--- config.mk ---
export PLATFORM = sky130hd
export DESIGN_NAME = head_unit_message_framer_flat
export DESIGN_NICKNAME = d
export VERILOG_FILES = /design/src/sv/hmf_pkg.sv /design/src/sv/hmf_if.sv /design/src/sv/hmf_recip_div.sv /design/src/sv/hmf_datapath.sv /design/src/sv/hmf_ctrl.sv /design/src/sv/head_unit_message_framer.sv /design/src/flat_wrapper.sv
export SDC_FILE = /design/constraint.sdc
export NUM_CORES = 1
export LEC_CHECK = 0
export BUFFER_PORTS_ARGS = -buffer_cell sky130_fd_sc_hd__buf_2
export CORE_MARGIN = 2
export CORE_UTILIZATION = 61
export DETAILED_ROUTE_END_ITERATION = 10
export PLACE_DENSITY = 0.9
export SLEW_MARGIN = 30
export SYNTH_ARGS = -nofsm -noshare
export SYNTH_HDL_FRONTEND = slang
export SYNTH_SLANG_ARGS = --single-unit
export TNS_END_PERCENT = 30
--- constraint.sdc ---
create_clock -name clk -period 3.69 [get_ports clk]
set_input_delay 0.5535 -clock clk [delete_from_list [all_inputs] [get_ports clk]]
set_output_delay 0.5535 -clock clk [all_outputs]
set_load 0.05 [all_outputs]
--- src/sv/hmf_pkg.sv ---
// Shared types, codes and constants of the head unit message framer.
`default_nettype none

package hmf_pkg;

    typedef logic [2:0] cmd_t;

    localparam cmd_t CMD_BUTTON   = 3'd0;
    localparam cmd_t CMD_SPEED    = 3'd1;
    localparam cmd_t CMD_CAR_TRIP = 3'd2;
    localparam cmd_t CMD_TRIP_ONE = 3'd3;
    localparam cmd_t CMD_TRIP_TWO = 3'd4;
    localparam cmd_t CMD_TEMP     = 3'd5;

    localparam logic [7:0] FRAME_HEADER  = 8'hFD;
    localparam logic [7:0] KIND_BUTTON   = 8'h02;
    localparam logic [7:0] KIND_SPEED    = 8'h7D;
    localparam logic [7:0] SPEED_SUB     = 8'h03;
    localparam logic [7:0] KIND_CAR_TRIP = 8'h33;
    localparam logic [7:0] KIND_TRIP_ONE = 8'h34;
    localparam logic [7:0] KIND_TRIP_TWO = 8'h35;
    localparam logic [7:0] KIND_TEMP     = 8'h36;
    localparam logic [7:0] TEMP_SIGN     = 8'h80;
    localparam logic [7:0] CONS_MARKER   = 8'hFF;
    localparam logic [7:0] LEN_EXTRA     = 8'd2;

    localparam logic [15:0] SPEED_SCALE = 16'd100;
    localparam logic [15:0] CONS_LIMIT  = 16'd390;
    localparam logic [17:0] CONS_NUMER  = 18'd200000;

    localparam int PAYLOAD_DEPTH = 10;

    typedef logic [3:0] pos_t;

    typedef logic [1:0] sel_t;

    localparam sel_t SEL_HDR = 2'd0;
    localparam sel_t SEL_LEN = 2'd1;
    localparam sel_t SEL_PAY = 2'd2;
    localparam sel_t SEL_SUM = 2'd3;

    typedef struct packed {
        logic load;
        logic fill;
        logic push;
        sel_t sel;
    } dp_cmd_t;

    typedef struct packed {
        logic cmd_ok;
        logic div_busy;
        logic out_free;
        logic pay_last;
    } dp_status_t;

endpackage

`default_nettype wire

--- src/sv/hmf_if.sv ---
// Handshake channels for message requests and framed output words.
`default_nettype none

interface hmf_req_if;
    logic              valid;
    logic              ready;
    logic [2:0]        command;
    logic [7:0]        small_value;
    logic [15:0]       word_a;
    logic [15:0]       word_b;
    logic [15:0]       consumption_hundredths;
    logic signed [7:0] temperature;

    modport source (
        output valid, command, small_value, word_a, word_b,
               consumption_hundredths, temperature,
        input  ready
    );
    modport sink (
        input  valid, command, small_value, word_a, word_b,
               consumption_hundredths, temperature,
        output ready
    );
endinterface

interface hmf_byte_if;
    logic       valid;
    logic       ready;
    logic [7:0] out_byte;
    logic       last_byte;

    modport source (output valid, out_byte, last_byte, input ready);
    modport sink   (input valid, out_byte, last_byte, output ready);
endinterface

`default_nettype wire

--- src/sv/hmf_recip_div.sv ---
// Bit-serial restoring divider for the rounded consumption reciprocal.
`default_nettype none

module hmf_recip_div (
    input  wire logic        clk,
    input  wire logic        rst_n,
    input  wire logic        start,
    input  wire logic [15:0] hundredths,
    output logic             busy,
    output logic [7:0]       quotient
);

    localparam logic [3:0] DIV_STEPS = 4'd9;

    logic [3:0]  cnt_reg;
    logic [3:0]  cnt_next;
    logic [18:0] rem_reg;
    logic [24:0] div_reg;
    logic [8:0]  quo_reg;
    logic [24:0] rem_ext;
    logic        fits;
    logic [24:0] diff;

    function automatic logic [18:0] CONS_NUMER_EXT(input logic [15:0] h);
        return {1'b0, hmf_pkg::CONS_NUMER} + {3'd0, h};
    endfunction

    assign busy    = (cnt_reg != 4'd0);
    assign rem_ext = {6'd0, rem_reg};
    assign fits    = (rem_ext >= div_reg);
    assign diff    = rem_ext - div_reg;

    // A quotient of 256 or more saturates.
    assign quotient = quo_reg[8] ? 8'hFF : quo_reg[7:0];

    always_comb
    begin
        cnt_next = cnt_reg;
        if (start)
        begin
            cnt_next = DIV_STEPS;
        end
        else if (busy)
        begin
            cnt_next = cnt_reg - 4'd1;
        end
    end

    always_ff @(posedge clk or negedge rst_n)
    begin
        if (!rst_n)
        begin
            cnt_reg <= 4'd0;
        end
        else
        begin
            cnt_reg <= cnt_next;
        end
    end

    always_ff @(posedge clk)
    begin
        if (start)
        begin
            rem_reg <= CONS_NUMER_EXT(hundredths);
            div_reg <= {hundredths, 1'b0, 8'd0};
            quo_reg <= 9'd0;
        end
        else if (busy)
        begin
            if (fits)
            begin
                rem_reg <= diff[18:0];
            end
            quo_reg <= {quo_reg[7:0], fits};
            div_reg <= div_reg >> 1;
        end
    end

endmodule

`default_nettype wire

--- src/sv/hmf_datapath.sv ---
// Datapath: request latch, payload store, checksum and output word register.
`default_nettype none

module hmf_datapath (
    input  wire logic                clk,
    input  wire logic                rst_n,
    input  wire logic [2:0]          command,
    input  wire logic [7:0]          small_value,
    input  wire logic [15:0]         word_a,
    input  wire logic [15:0]         word_b,
    input  wire logic [15:0]         consumption_hundredths,
    input  wire logic signed [7:0]   temperature,
    input  wire hmf_pkg::dp_cmd_t    cmd,
    output hmf_pkg::dp_status_t      status,
    output logic                     out_valid,
    input  wire logic                out_ready,
    output logic [7:0]               out_byte,
    output logic                     last_byte
);

    hmf_pkg::cmd_t  cmd_reg;
    logic [7:0]     sv_reg;
    logic [15:0]    a_reg;
    logic [15:0]    b_reg;
    logic [15:0]    h_reg;
    logic [7:0]     t_reg;

    logic [7:0]     store_reg [hmf_pkg::PAYLOAD_DEPTH];
    logic [7:0]     fill_bytes [hmf_pkg::PAYLOAD_DEPTH];
    hmf_pkg::pos_t  fill_len;

    hmf_pkg::pos_t  len_reg;
    hmf_pkg::pos_t  len_next;
    hmf_pkg::pos_t  idx_reg;
    hmf_pkg::pos_t  idx_next;
    logic [7:0]     sum_reg;
    logic [7:0]     sum_next;
    logic           out_valid_reg;
    logic           out_valid_next;
    logic [7:0]     out_byte_reg;
    logic           out_last_reg;
    logic [7:0]     byte_sel;
    logic [7:0]     pay_byte;

    logic           div_busy;
    logic [7:0]     div_quot;
    logic [15:0]    speed_scaled;
    logic [7:0]     temp_neg;
    logic [7:0]     temp_byte;
    logic [7:0]     cons_c1;
    logic [7:0]     cons_c2;

    hmf_recip_div u_div (
        .clk        (clk),
        .rst_n      (rst_n),
        .start      (cmd.load),
        .hundredths (consumption_hundredths),
        .busy       (div_busy),
        .quotient   (div_quot)
    );

    assign speed_scaled = {8'd0, sv_reg} * hmf_pkg::SPEED_SCALE;
    assign temp_neg     = ~t_reg + 8'd1;
    assign temp_byte    = t_reg[7] ? (hmf_pkg::TEMP_SIGN + temp_neg) : t_reg;
    assign cons_c1      = (h_reg < hmf_pkg::CONS_LIMIT) ? hmf_pkg::CONS_MARKER : 8'h00;
    assign cons_c2      = (h_reg < hmf_pkg::CONS_LIMIT) ? 8'h00 : div_quot;
    assign pay_byte     = store_reg[idx_reg];

    assign status.cmd_ok   = (command <= hmf_pkg::CMD_TEMP);
    assign status.div_busy = div_busy;
    assign status.out_free = !out_valid_reg || out_ready;
    assign status.pay_last = (idx_reg == (len_reg - 4'd1));

    assign out_valid = out_valid_reg;
    assign out_byte  = out_byte_reg;
    assign last_byte = out_last_reg;

    always_comb
    begin
        for (int i = 0; i < hmf_pkg::PAYLOAD_DEPTH; i++)
        begin
            fill_bytes[i] = 8'h00;
        end
        fill_len = 4'd2;
        unique case (cmd_reg)
            hmf_pkg::CMD_BUTTON:
            begin
                fill_bytes[0] = hmf_pkg::KIND_BUTTON;
                fill_bytes[1] = sv_reg;
                fill_len      = 4'd2;
            end
            hmf_pkg::CMD_SPEED:
            begin
                fill_bytes[0] = hmf_pkg::KIND_SPEED;
                fill_bytes[1] = hmf_pkg::SPEED_SUB;
                fill_bytes[2] = speed_scaled[15:8];
                fill_bytes[3] = speed_scaled[7:0];
                fill_len      = 4'd6;
            end
            hmf_pkg::CMD_CAR_TRIP:
            begin
                fill_bytes[0] = hmf_pkg::KIND_CAR_TRIP;
                fill_bytes[1] = cons_c1;
                fill_bytes[2] = cons_c2;
                fill_bytes[3] = a_reg[15:8];
                fill_bytes[4] = a_reg[7:0];
                fill_bytes[5] = b_reg[15:8];
                fill_bytes[6] = b_reg[7:0];
                fill_len      = 4'd10;
            end
            hmf_pkg::CMD_TRIP_ONE,
            hmf_pkg::CMD_TRIP_TWO:
            begin
                fill_bytes[0] = (cmd_reg == hmf_pkg::CMD_TRIP_ONE) ?
                                hmf_pkg::KIND_TRIP_ONE : hmf_pkg::KIND_TRIP_TWO;
                fill_bytes[1] = cons_c1;
                fill_bytes[2] = cons_c2;
                fill_bytes[4] = b_reg[7:0];
                fill_bytes[5] = a_reg[15:8];
                fill_bytes[6] = a_reg[7:0];
                fill_len      = 4'd7;
            end
            default:
            begin
                // Temperature; unused codes are never latched.
                fill_bytes[0] = hmf_pkg::KIND_TEMP;
                fill_bytes[1] = temp_byte;
                fill_len      = 4'd2;
            end
        endcase
    end

    always_comb
    begin
        unique case (cmd.sel)
            hmf_pkg::SEL_HDR: byte_sel = hmf_pkg::FRAME_HEADER;
            hmf_pkg::SEL_LEN: byte_sel = {4'd0, len_reg} + hmf_pkg::LEN_EXTRA;
            hmf_pkg::SEL_PAY: byte_sel = pay_byte;
            hmf_pkg::SEL_SUM: byte_sel = sum_reg;
            default:          byte_sel = hmf_pkg::FRAME_HEADER;
        endcase
    end

    always_comb
    begin
        len_next       = len_reg;
        idx_next       = idx_reg;
        sum_next       = sum_reg;
        out_valid_next = out_valid_reg;
        if (out_valid_reg && out_ready)
        begin
            out_valid_next = 1'b0;
        end
        if (cmd.fill)
        begin
            len_next = fill_len;
            idx_next = 4'd0;
            sum_next = {4'd0, fill_len} + hmf_pkg::LEN_EXTRA;
        end
        if (cmd.push)
        begin
            out_valid_next = 1'b1;
            if (cmd.sel == hmf_pkg::SEL_PAY)
            begin
                sum_next = sum_reg + pay_byte;
                idx_next = idx_reg + 4'd1;
            end
        end
    end

    always_ff @(posedge clk or negedge rst_n)
    begin
        if (!rst_n)
        begin
            len_reg       <= 4'd0;
            idx_reg       <= 4'd0;
            sum_reg       <= 8'd0;
            out_valid_reg <= 1'b0;
        end
        else
        begin
            len_reg       <= len_next;
            idx_reg       <= idx_next;
            sum_reg       <= sum_next;
            out_valid_reg <= out_valid_next;
        end
    end

    always_ff @(posedge clk)
    begin
        if (cmd.load)
        begin
            cmd_reg <= command;
            sv_reg  <= small_value;
            a_reg   <= word_a;
            b_reg   <= word_b;
            h_reg   <= consumption_hundredths;
            t_reg   <= temperature;
        end
        if (cmd.fill)
        begin
            for (int i = 0; i < hmf_pkg::PAYLOAD_DEPTH; i++)
            begin
                store_reg[i] <= fill_bytes[i];
            end
        end
        if (cmd.push)
        begin
            out_byte_reg <= byte_sel;
            out_last_reg <= (cmd.sel == hmf_pkg::SEL_SUM);
        end
    end

endmodule

`default_nettype wire

--- src/sv/hmf_ctrl.sv ---
// Controller state machine that sequences division, payload build and frame output.
`default_nettype none

module hmf_ctrl (
    input  wire logic                 clk,
    input  wire logic                 rst_n,
    input  wire logic                 req_valid,
    output logic                      req_ready,
    output hmf_pkg::dp_cmd_t          cmd,
    input  wire hmf_pkg::dp_status_t  status
);

    localparam logic [2:0] ST_IDLE = 3'd0;
    localparam logic [2:0] ST_DIV  = 3'd1;
    localparam logic [2:0] ST_FILL = 3'd2;
    localparam logic [2:0] ST_HDR  = 3'd3;
    localparam logic [2:0] ST_LEN  = 3'd4;
    localparam logic [2:0] ST_PAY  = 3'd5;
    localparam logic [2:0] ST_SUM  = 3'd6;

    logic [2:0] state_reg;
    logic [2:0] state_next;

    assign req_ready = (state_reg == ST_IDLE);

    always_comb
    begin
        state_next = state_reg;
        cmd.load   = 1'b0;
        cmd.fill   = 1'b0;
        cmd.push   = 1'b0;
        cmd.sel    = hmf_pkg::SEL_HDR;
        unique case (state_reg)
            ST_IDLE:
            begin
                if (req_valid && status.cmd_ok)
                begin
                    cmd.load   = 1'b1;
                    state_next = ST_DIV;
                end
            end
            ST_DIV:
            begin
                if (!status.div_busy)
                begin
                    state_next = ST_FILL;
                end
            end
            ST_FILL:
            begin
                cmd.fill   = 1'b1;
                state_next = ST_HDR;
            end
            ST_HDR:
            begin
                if (status.out_free)
                begin
                    cmd.push   = 1'b1;
                    state_next = ST_LEN;
                end
            end
            ST_LEN:
            begin
                cmd.sel = hmf_pkg::SEL_LEN;
                if (status.out_free)
                begin
                    cmd.push   = 1'b1;
                    state_next = ST_PAY;
                end
            end
            ST_PAY:
            begin
                cmd.sel = hmf_pkg::SEL_PAY;
                if (status.out_free)
                begin
                    cmd.push = 1'b1;
                    if (status.pay_last)
                    begin
                        state_next = ST_SUM;
                    end
                end
            end
            ST_SUM:
            begin
                cmd.sel = hmf_pkg::SEL_SUM;
                if (status.out_free)
                begin
                    cmd.push   = 1'b1;
                    state_next = ST_IDLE;
                end
            end
            default:
            begin
                state_next = ST_IDLE;
            end
        endcase
    end

    always_ff @(posedge clk or negedge rst_n)
    begin
        if (!rst_n)
        begin
            state_reg <= ST_IDLE;
        end
        else
        begin
            state_reg <= state_next;
        end
    end

endmodule

`default_nettype wire

--- src/sv/head_unit_message_framer.sv ---
// Usage: the req channel takes one message request per word; command selects the
// kind (button, speed, car trip, trip one, trip two, temperature) and the other
// fields carry its values. Requests with an unused command are taken and dropped.
// The rsp channel returns the framed message one byte per word: header, length,
// payload and checksum, with last_byte high on the checksum.
// After a request is taken, the bit-serial divider runs to completion; the
// controller sees it done in ST_DIV, builds the payload in ST_FILL and then
// loads the header into the output word in ST_HDR. Each further byte follows
// in the next cycle while rsp is ready.
// Frames are 5 to 13 bytes long; req is ready again once the checksum word is
// loaded into the output register, so the next request overlaps the wait on
// that word.
// Reset clears the controller, the output valid and the frame counters; the
// payload store is written by every request before it is read.
// When rsp stalls, the output word holds and the frame sequencer waits.
`default_nettype none

module head_unit_message_framer (
    input  wire logic    clk,
    input  wire logic    rst_n,
    hmf_req_if.sink      req,
    hmf_byte_if.source   rsp
);

    hmf_pkg::dp_cmd_t    cmd;
    hmf_pkg::dp_status_t status;
    logic                req_ready;

    assign req.ready = req_ready;

    hmf_ctrl u_ctrl (
        .clk       (clk),
        .rst_n     (rst_n),
        .req_valid (req.valid),
        .req_ready (req_ready),
        .cmd       (cmd),
        .status    (status)
    );

    hmf_datapath u_datapath (
        .clk                    (clk),
        .rst_n                  (rst_n),
        .command                (req.command),
        .small_value            (req.small_value),
        .word_a                 (req.word_a),
        .word_b                 (req.word_b),
        .consumption_hundredths (req.consumption_hundredths),
        .temperature            (req.temperature),
        .cmd                    (cmd),
        .status                 (status),
        .out_valid              (rsp.valid),
        .out_ready              (rsp.ready),
        .out_byte               (rsp.out_byte),
        .last_byte              (rsp.last_byte)
    );

endmodule

`default_nettype wire

--- src/flat_wrapper.sv ---
// flat-port wrapper written by rule: the top's interface ports become plain ports
module head_unit_message_framer_flat 
  (clk, rst_n, req_valid, req_command, req_small_value, req_word_a, req_word_b, req_consumption_hundredths, req_temperature, req_ready, rsp_valid, rsp_out_byte, rsp_last_byte, rsp_ready);
  hmf_req_if req_i ();
  hmf_byte_if rsp_i ();
  input  wire logic clk;
  input  wire logic rst_n;
  input wire logic [$bits(req_i.valid)-1:0] req_valid;
  input wire logic [$bits(req_i.command)-1:0] req_command;
  input wire logic [$bits(req_i.small_value)-1:0] req_small_value;
  input wire logic [$bits(req_i.word_a)-1:0] req_word_a;
  input wire logic [$bits(req_i.word_b)-1:0] req_word_b;
  input wire logic [$bits(req_i.consumption_hundredths)-1:0] req_consumption_hundredths;
  input wire logic [$bits(req_i.temperature)-1:0] req_temperature;
  output wire logic [$bits(req_i.ready)-1:0] req_ready;
  output wire logic [$bits(rsp_i.valid)-1:0] rsp_valid;
  output wire logic [$bits(rsp_i.out_byte)-1:0] rsp_out_byte;
  output wire logic [$bits(rsp_i.last_byte)-1:0] rsp_last_byte;
  input wire logic [$bits(rsp_i.ready)-1:0] rsp_ready;
  assign req_i.valid = req_valid;
  assign req_i.command = req_command;
  assign req_i.small_value = req_small_value;
  assign req_i.word_a = req_word_a;
  assign req_i.word_b = req_word_b;
  assign req_i.consumption_hundredths = req_consumption_hundredths;
  assign req_i.temperature = req_temperature;
  assign req_ready = req_i.ready;
  assign rsp_valid = rsp_i.valid;
  assign rsp_out_byte = rsp_i.out_byte;
  assign rsp_last_byte = rsp_i.last_byte;
  assign rsp_i.ready = rsp_ready;
  head_unit_message_framer u_core (.clk(clk), .rst_n(rst_n), .req(req_i), .rsp(rsp_i));
endmodule
==> flow_summary.toml <==
[outcome]
run_status = "finished, final reports clean"

[sta]
hold_viol = 0
drv_slew = 0
finalWorstSetupSlack_ns = 0.310
final_worst_path_period_share_pct = 91.6
tns_ns = 0
report.final.setup_viol = 0
min_period_ns = 3.38
slew_of_the_pin_with_the_lowest_slew_margin_ns = 0.857
worst_clock_skew_ns = 0.0103
clock.fmax_mhz = 296
grt_setup_unrepaired = "false"
maxSlewHeadroom_pct = 42.7

[final_layout]
area_of_the_multi_input_gates_um2 = 4560
fillers = 1156
postLayoutCellArea_um2 = 12200
antennaDiodeCount = 0
seqCellArea_um2 = 5860
post_route_cells_drive_above_1_share_pct = 15.0
design.final.nets = 1187
signed_area_change_from_the_synthesized_netlist_to_the_final_layout_pct = 12.5
largest_reg_flops = 53

[critical_path]
worst-path-max-fanout = 17
reg2reg_depth = 13
wp_data_arrival_ns = 3.73
required_ns = 4.04
critPathLaunch = "u_core.u_datapath.idx_reg[0]$_DFF_PN0_"
startpoint_type = "flip-flop"
endpoint_kind = "flip-flop"
rrSetupSlack_ns = 0.31
path_class = "reg -> reg"
launching_point_of_the_worst_reg2reg_path = "u_core.u_datapath.idx_reg[0]$_DFF_PN0_"
r2r-end = "u_core.u_datapath.sum_reg[6]$_DFF_PN0_"

[clock_tree]
cts_tree = "built"
root_buffer = "clkbuf_16"
cts_made_buffers = 22
post-cts-setup-buffers = 0
post_cts_clock_slew_at_the_launch_and_capture_registers_of_the_worst_setup_and_hold_paths_ns = 0.06
post_cts.resized_instances = 0
number_of_buffers_between_clock_root_and_the_deepest_sink = 3
post_cts_hold_fix_bufs = 0
ctsHtreeMaxLevel = 1
worstSkewPairLatency_ns = 0.51
cts_sinks = 205

[global_routing]
first_global_vias = 7689
grt_start_max_net_pins = 62
grt-ovfl-total = 0
grt_antenna_before_repair = 0
grt_use_total_pct = 27.4
grt_first_pass_wirelength_mm = 40.0

[placed_design]
finalWeightedCongestion = 0.933
preCtsSetupSlack_ns = 0.444
port_buffer_cells = 81
detailedPlacementHpwl_mm = 17.6
place_area_um2 = 11500

[routing]
wl_per_cell_um = 19.5
postRouteWirelength_mm = 25.1
drc = 0
detail-route-antenna-nets = 0
avgViaCountPerCell = 6.29
dr_total_vias = 8096
detail_route.iter0.violations = 1171
drt_pass1_iterations = 6

[flow_run]
number_of_max_cap_violations = 0

[yosys]
synthFlopType = "edfxtp_1"
syn_area_um2 = 10900
yosysUniqueCellTypes = 74
seq_area_frac_synth_pct = 53.9
syn_area_per_cell_um2 = 11.2
synth-warning-count = 0
synth-seq-cells = 205
synthesis.nets = 1109
synth-edff-count = 163
netlist_instances = 969
postSynth.asyncResetShare_pct = 11.7

[floorplanning]
die_area_um2 = 18900
chipHeight_um = 137
core.rowCount = 48
die_width_um = 137
ioPinCount = 82
area_of_the_core_um2 = 17400
floorplan.initialDensity_pct = 62.6

[power]
vdd_ir_drop_max_uv = 698
cellPowerDensity_nw_per_um2 = 906
cellLeakagePower_nw = 4.82

[worst_hold_path]
worstHoldPathType = "in -> async"
## worst max-delay path by stage
stage                                                   to  slack (ns)  depth (start not counted)
global route        u_core.u_datapath.sum_reg[6]$_DFF_PN0_        0.08                         13
global placement    u_core.u_datapath.sum_reg[6]$_DFF_PN0_        0.61                         13
finish              u_core.u_datapath.sum_reg[6]$_DFF_PN0_        0.31                         13
floorplan             u_core.u_datapath.a_reg[0]$_DFFE_PP_        0.45                          7
detailed placement  u_core.u_datapath.sum_reg[6]$_DFF_PN0_        0.44                         13
CTS                 u_core.u_datapath.sum_reg[6]$_DFF_PN0_        0.36                         13
## logic make-up (layout without fill, tap and decap cells)
| group | after synthesis | in the layout | share of synthesized area [%] |
|---|---|---|---|
| adders and majority gates | 69 | 69 | 8.29 |
| AOI/OAI and AO/OA | 251 | 251 | 15.5 |
| xor gates and xnor gates | 44 | 44 | 3.55 |
| buffers and inverters | 105 | 199 | 4.26 |
| and+or+nand+nor | 274 | 274 | 11.5 |
| muxes | 21 | 21 | 3.05 |
| DFF | 205 | 205 | 53.9 |
## layout make-up
cell class,count,share of cell area [%]
Tap cell,225,2.30
Sequential cell,205,47.9
Clock inverter,14,1.21
Clock buffer,26,4.80
Multi-Input combinational cell,659,37.3
Timing Repair Buffer,97,4.61
Inverter,62,1.92
## report_power, final
group / total (mW) / internal (mW) / switching, mW
Sequential: 3.80 / 3.36 / 0.439
Combinational: 5.02 / 1.98 / 3.04
Clock: 2.26 / 1.35 / 0.911
## Yosys cell counts, types with 19 or more instances
master	instances	area, um^2
nand2_1	117	439
a22o_1	29	254
xnor2_1	25	219
xor2_1	19	166
nor2_1	67	251
inv_1	60	225
dfrtp_1	24	601
o21ai_0	53	265
ha_1	64	801
a21oi_1	70	350
edfxtp_1	163	4890
## critical path, cell delays in order (launching register included)
cell      delay [ns]
dfrtp_1         0.80
buf_4           0.31
mux2i_1         0.10
nor2_1          0.09
a21oi_1         0.07
a211oi_2        0.32
inv_1           0.10
fa_1            0.42
nor2b_1         0.14
o21ai_0         0.11
a21boi_0        0.26
o21ai_0         0.15
mux2i_1         0.17
o311ai_0        0.19
## through the flow
stage                     util [%]  hold WS (ns)  std cells  total power [mW]
final                         70.4        0.0345       1288              11.1
after floorplan                  -         0.258        969              7.55
after CTS                     70.4        0.0576       1288              11.0
after detailed placement      66.2         0.463       1248              8.70
after global placement        66.2         0.450       1248              8.45
after global routing          70.4        0.0782       1288              11.7
## routing by layer
metal,up-vias,wire length (um),share of wire (%),global-route usage (%)
met5,-,0,0,0
met4,0,861,3.4,8.99
met3,79,2080,8.3,4.56
met2,419,12100,48,45.0
met1,3886,10100,40,37.5
li1,3712,-,-,-
## placed cells by master, fill, tap and decap left out, types with 15 or more instances in the layout
cell type,Yosys,layout
edfxtp_1,163,163
dfrtp_1,24,24
o21ai_0,53,53
buf_2,18,81
clkbuf_16,0,23
a21oi_1,70,70
ha_1,64,64
o31ai_1,16,16
xnor2_1,25,25
xor2_1,19,19
nand3_1,16,16
nand2_1,117,117
inv_1,60,59
dfxtp_1,18,18
nor2_1,67,67
a22o_1,29,29
nor3_1,15,15
No activity file was read; power rests on OpenSTA's default activity.
